$ cat src/sv/acpm_pkg.sv
package acpm_pkg;

    localparam int NODE_COUNT_DEF = 256;
    localparam int ALPHABET       = 4;
    localparam int CLASS_COUNT    = 16;
    localparam int SYM_W          = 2;
    localparam int CLS_W          = 4;
    localparam int REQ_W          = 2;

    localparam logic [REQ_W-1:0] REQ_INSERT = 2'd0;
    localparam logic [REQ_W-1:0] REQ_BUILD  = 2'd1;
    localparam logic [REQ_W-1:0] REQ_QUERY  = 2'd2;

    localparam int OP_W = 4;
    localparam logic [OP_W-1:0] OP_NONE    = 4'd0;
    localparam logic [OP_W-1:0] OP_CLEAR   = 4'd1;
    localparam logic [OP_W-1:0] OP_LATCH   = 4'd2;
    localparam logic [OP_W-1:0] OP_I_READ  = 4'd3;
    localparam logic [OP_W-1:0] OP_I_EVAL  = 4'd4;
    localparam logic [OP_W-1:0] OP_Q_READ  = 4'd5;
    localparam logic [OP_W-1:0] OP_Q_EVAL  = 4'd6;
    localparam logic [OP_W-1:0] OP_Q_CLASS = 4'd7;
    localparam logic [OP_W-1:0] OP_B_START = 4'd8;
    localparam logic [OP_W-1:0] OP_B_ROW   = 4'd9;
    localparam logic [OP_W-1:0] OP_B_CHILD = 4'd10;
    localparam logic [OP_W-1:0] OP_B_CHAIN = 4'd11;
    localparam logic [OP_W-1:0] OP_B_NEXT  = 4'd12;
    localparam logic [OP_W-1:0] OP_B_POP   = 4'd13;
    localparam logic [OP_W-1:0] OP_EMIT    = 4'd14;

    typedef struct packed {
        logic [OP_W-1:0] op;
    } cmd_t;

    typedef struct packed {
        logic clr_done;
        logic last;
        logic q_match;
        logic q_follow;
        logic b_desc;
        logic b_chain_cont;
        logic b_last_i;
        logic b_more;
        logic out_free;
        logic full;
    } stat_t;

endpackage

$ cat src/sv/acpm_ctrl.sv
module acpm_ctrl (
    input  logic                       aclk,
    input  logic                       aresetn,
    input  logic                       in_valid,
    input  logic [acpm_pkg::REQ_W-1:0] in_req,
    output logic                       in_ready,
    input  acpm_pkg::stat_t            stat,
    output acpm_pkg::cmd_t             cmd
);
    import acpm_pkg::*;

    localparam logic [3:0] S_CLR     = 4'd0;
    localparam logic [3:0] S_IDLE    = 4'd1;
    localparam logic [3:0] S_I_READ  = 4'd2;
    localparam logic [3:0] S_I_EVAL  = 4'd3;
    localparam logic [3:0] S_Q_READ  = 4'd4;
    localparam logic [3:0] S_Q_EVAL  = 4'd5;
    localparam logic [3:0] S_Q_CLASS = 4'd6;
    localparam logic [3:0] S_B_START = 4'd7;
    localparam logic [3:0] S_B_ROW   = 4'd8;
    localparam logic [3:0] S_B_CHILD = 4'd9;
    localparam logic [3:0] S_B_CHAIN = 4'd10;
    localparam logic [3:0] S_B_NEXT  = 4'd11;
    localparam logic [3:0] S_B_POP   = 4'd12;
    localparam logic [3:0] S_EMIT    = 4'd13;

    logic [3:0] state_reg, state_next;

    assign in_ready = (state_reg == S_IDLE);

    always_comb begin
        state_next = state_reg;
        cmd.op     = OP_NONE;
        case (state_reg)
            S_CLR: begin
                cmd.op = OP_CLEAR;
                if (stat.clr_done) state_next = S_IDLE;
            end
            S_IDLE: begin
                if (in_valid) begin
                    cmd.op = OP_LATCH;
                    case (in_req)
                        REQ_INSERT: state_next = S_I_READ;
                        REQ_BUILD:  state_next = S_B_START;
                        REQ_QUERY:  state_next = S_Q_READ;
                        default:    state_next = S_IDLE;
                    endcase
                end
            end
            S_I_READ: begin
                cmd.op     = OP_I_READ;
                state_next = S_I_EVAL;
            end
            S_I_EVAL: begin
                cmd.op     = OP_I_EVAL;
                state_next = S_IDLE;
            end
            S_Q_READ: begin
                cmd.op     = OP_Q_READ;
                state_next = S_Q_EVAL;
            end
            S_Q_EVAL: begin
                cmd.op = OP_Q_EVAL;
                if (stat.q_match)       state_next = S_Q_CLASS;
                else if (stat.q_follow) state_next = S_Q_EVAL;
                else if (stat.last)     state_next = S_EMIT;
                else                    state_next = S_IDLE;
            end
            S_Q_CLASS: begin
                cmd.op     = OP_Q_CLASS;
                state_next = stat.last ? S_EMIT : S_IDLE;
            end
            S_B_START: begin
                cmd.op     = OP_B_START;
                state_next = S_B_ROW;
            end
            S_B_ROW: begin
                cmd.op     = OP_B_ROW;
                state_next = S_B_CHILD;
            end
            S_B_CHILD: begin
                cmd.op = OP_B_CHILD;
                if (stat.b_desc)        state_next = S_B_CHAIN;
                else if (stat.b_last_i) state_next = S_B_NEXT;
            end
            S_B_CHAIN: begin
                cmd.op = OP_B_CHAIN;
                if (!stat.b_chain_cont) state_next = stat.b_last_i ? S_B_NEXT : S_B_CHILD;
            end
            S_B_NEXT: begin
                cmd.op     = OP_B_NEXT;
                state_next = stat.b_more ? S_B_POP : S_EMIT;
            end
            S_B_POP: begin
                cmd.op     = OP_B_POP;
                state_next = S_B_ROW;
            end
            S_EMIT: begin
                if (stat.out_free) begin
                    cmd.op     = OP_EMIT;
                    state_next = S_IDLE;
                end
            end
            default: state_next = S_IDLE;
        endcase
    end

    always_ff @(posedge aclk) begin
        if (!aresetn) begin
            state_reg <= S_CLR;
        end else begin
            state_reg <= state_next;
        end
    end

endmodule

$ cat config.mk
export PLATFORM = sky130hd
export DESIGN_NAME = acpm_ctrl
export DESIGN_NICKNAME = d
export VERILOG_FILES = /design/src/sv/acpm_pkg.sv /design/src/sv/acpm_ctrl.sv
export SDC_FILE = /design/constraint.sdc
export NUM_CORES = 1
export LEC_CHECK = 0
export BUFFER_PORTS_ARGS = -buffer_cell sky130_fd_sc_hd__clkbuf_2
export CAP_MARGIN = 15
export CORE_UTILIZATION = 40
export DETAILED_ROUTE_END_ITERATION = 16
export PLACE_DENSITY_LB_ADDON = 0.05
export SYNTH_ARGS = -nofsm -noshare
export SYNTH_HDL_FRONTEND = slang
export SYNTH_SLANG_ARGS = --single-unit
$ cat constraint.sdc
create_clock -name aclk -period 1.25 [get_ports aclk]
set_clock_uncertainty 0.05 [all_clocks]
set_input_delay 0.0625 -clock aclk [delete_from_list [all_inputs] [get_ports aclk]]
set_output_delay 0.0625 -clock aclk [all_outputs]
set_load 0.01 [all_outputs]
Yosys cells after proc, flatten, opt, wreduce, memory -nomap -nowiden
Index checks and enable logic that the tools add are counted.
- multiplexer cells: 16
- reduce and logical (&&, ||, !) cells: 4
- equality and inequality tests: 20
- operator list (operator ; count):
    case mux 4 bit (14 select lines) ; 1
    case mux 4 bit (12 select lines) ; 1
    2-to-1 mux 4 bit ; 10
    equality test 4 bit, second input constant ; 6
    equality test 4 x 3 -> 1 bit, second input constant ; 4
    case mux 3 bit (3 select lines) ; 1
    equality test 4 x 2 -> 1 bit, second input constant ; 2
    != test 2 bit, second input constant ; 4
    AND reduction 5 bit ; 1
    equality test 4 x 1 -> 1 bit, second input constant ; 1
    zero test 4 bit ; 1
    2-to-1 mux 2 bit ; 2
    != test 3 bit, second input constant ; 1
    equality test 2 x 1 -> 1 bit, second input constant ; 1
    equality test 2 bit, second input constant ; 1
    zero test 2 bit ; 1
    OR reduction 2 bit ; 1
    2-to-1 mux 1 bit ; 1
- bits in registers: 4
- output and inout port bits: 5
- word-level logic and storage cells: 41
- input bits: 15

Longest topological paths before layout
- word-level depth: 4
- depth in mapped cells: 7
- gate-level depth less buffers: 7

Least setup slack after synthesis
Ideal clock, no wire load.
- kind: register to register
- start point: register state_reg[3]
- end point: register state_reg[1]
- clock period less this slack: 1.336 ns
- library setup time: 0.114 ns
- setup slack: -0.086 ns
- arrival: 1.171 ns
- stages on the path, launching flop included: 6
- path buffers: 0
- cell sequence: dfxtp_1 nand2b_1 o221a_1 o31ai_4 mux2i_1 nor2_1
- longest elaborated chain between the ends: 3
- elaborated cells on any way between the ends: 21
- those cells by class: eq/ne (17); mux (1); reduce/logical (3)
- ends and longest elaborated chain (what ; RTL line ; RTL):
    start: declaration ; acpm_ctrl.sv:27 ; logic [3:0] state_reg, state_next;
    start signal: assignment ; acpm_ctrl.sv:112 ; state_reg <= state_next;
    equality test 4 bit, or another cell as far along ; acpm_ctrl.sv:34 ; case (state_reg)
    OR reduction 2 bit (no source line), or another cell as far along ; - ;
    case mux 4 bit (12 select lines) / AND reduction 5 bit (equally long branches) ; - ;
Several ways; a longest one is shown, not always the timed one.
A chain may end at the register's enable or synchronous reset.

Worst setup path after layout
Ends and elaborated chain as after synthesis.

==> metrics.csv <==
metric;value;unit
grt_max_degree;16;
largest_register_ffs;4;
pin_count;20;
portBuffers;18;
layout-drive-gt1-share;58.0;%
antenna_found_initial;0;
startpoint_type;flip-flop;
grt_pass1_vias;648;
netlist_area;542;um2
cts.sink_count;4;
initial_core_util;45.7;%
ys_warn_count;0;
p_leak;0.443;nW
synth-main-ff-cell;dfxtp_1;
violations;setup timing;
yosysTopAreaCell;dfxtp_1;
register_area;90.1;um2
peakVddDrop;1.12;mV
fmax;699;MHz
fin_crit_sh;115;%
worstMarginPinSlew;0.381;ns
dp_hpwl;1.20;mm
nFillCells;86;
crit_fanout;6;
dp.cells;123;
setup_slack;-0.182;ns
total_power;0.00178;W
synth_edf_count;0;
rsz0062_at_grt;true;
ys_types;31;
powerDensity;1820;nW/um2
die_x;38.8;um
gp_congestion;0.808;
grt_pass1_wl;2.57;mm
cts_made_buffers;3;
wl_per_cell;13.8;um
syn_avg_cell_area;6.69;um2
layout_common_cells;buf_4 (15), clkbuf_2 (13), nor2_1 (9);
routed_wl;1.84;mm
ys_ff_latch;4;
hold_violations;0;
end_kind;flip-flop;
first_iter_violations;17;
ys_seq_area_share;14.8;%
grt_usage;24.9;%
syn_to_final_growth;80.4;%
crit_arrival;1.51;ns
period_minus_slack;1.43;ns
syn-instance-count;81;
h-tree-depth;1;
cp_data_required_time;1.33;ns
drt_first_pass_iters;4;
hold_slack;0.0572;ns
slew_viol_final;0;
rrSetupSlack;-0.18;ns
synthTopCellsByArea;dfxtp_1 (15%), ha_1 (6.9%), nor2_1 (6.9%);
status;finished with violations;
relSlewSlack;74.6;%
cts-hold-fix-buffers;0;
fin_cells;133;
clock_latency;0.25;ns
ys_async_sr_fraction;0;%
postRouteAntennaNets;0;
dieHeight;38.8;um
grt_overflow;0;
row_count;12;
cap_violations;0;
core-area;1190;um2
hold_class;in2reg;
syn_nets;99;
multiInputGateArea;505;um2
layout.cells.most_common;buf_4;
critical_path_class;reg2reg;
clk_pin_slew_worst_paths;0.04;ns
synth_top_area_share;14.8;%
route.vias.total;744;
drc;0;
setup_violations;8;
cts.path.max_buffers;2;
nNetsFinal;139;
dieArea;1510;um2
clk_root_buffer_cell;clkbuf_4;
avgViaCountPerCell;5.59;
diodes;0;
cts_tree;yes;
synth_stat cells, types with 2 or more instances:
library cell	number
a21oi_1	6
a221oi_1	2
buf_2	4
clkbuf_1	2
dfxtp_1	4
ha_1	3
inv_1	6
nand2_1	7
nand2b_1	3
nor2_1	10
nor3_1	5
o21a_1	2
o21ai_0	5
o21ai_1	5
cell families (layout without fill, tap and decap cells):
kind of cell | Yosys count | count (layout) | share of synthesized area, %
compound gates | 31 | 31 | 40.0
simple gates | 30 | 30 | 27.3
buf+inv | 12 | 50 | 9.24
flops | 4 | 4 | 14.8
fa+ha+maj | 3 | 3 | 6.93
mux | 1 | 1 | 1.85
cell type report:
cell class                      count  area share, %
Sequential cell                     4           9.22
Timing Repair Buffer               41           32.7
Tap cell                           14           1.79
Inverter                            6           2.30
Clock buffer                        3           2.30
Multi-Input combinational cell     65           51.7
worst max-delay path: stages, from the launching register on:
cell      delay (ns)
dfxtp_4         0.39
nand2b_4        0.06
o221a_4         0.22
o31ai_4         0.32
mux2i_1         0.22
nor2_1          0.05
final timing paths:
| kind | cells past startpoint | to | startpoint |
|---|---|---|---|
| max | 5 | state_reg[1] | state_reg[3] |
| min | 3 | state_reg[2] | aresetn |
| min reg2reg | 3 | state_reg[2] | state_reg[2] |
| max reg2reg | 5 | state_reg[1] | state_reg[3] |
through the flow:
| step | setup slack (ns) | utilization [%] | instance area [um2] | TNS (ns) |
|---|---|---|---|---|
| after global placement | -0.173 | 62.7 | 743 | -0.391 |
| after floorplan | -0.0399 | - | 543 | -0.0785 |
| after CTS | -0.173 | 68.0 | 807 | -0.946 |
| after detailed placement | -0.161 | 62.7 | 743 | -0.521 |
| final | -0.182 | 82.4 | 977 | -0.891 |
| after global routing | -0.262 | 82.4 | 977 | -1.39 |
per-layer routing:
layer | global-route usage [%] | part of all wire (%)
met1 | 25.6 | 41
met2 | 47.5 | 52
met3 | 6.94 | 5.1
met4 | 7.76 | 1.7
met5 | 0 | 0
power breakdown:
part / switching [W] / internal (W)
logic: 0.000671 / 0.000692
clock network: 0.0000642 / 0.000108
registers: 0.0000593 / 0.000183
total: 0.000794 / 0.000983
what timing repair did:
action | in CTS | in global routing
setup endpoints to repair | 7 | 9
pin swaps | 0 | 11
setup buffers | 1 | 5
gates resized for setup | 9 | 29
cloned | 0 | 1
endpoints found under the hold margin | 0 | 0
No activity file was read; power rests on OpenSTA's default activity.
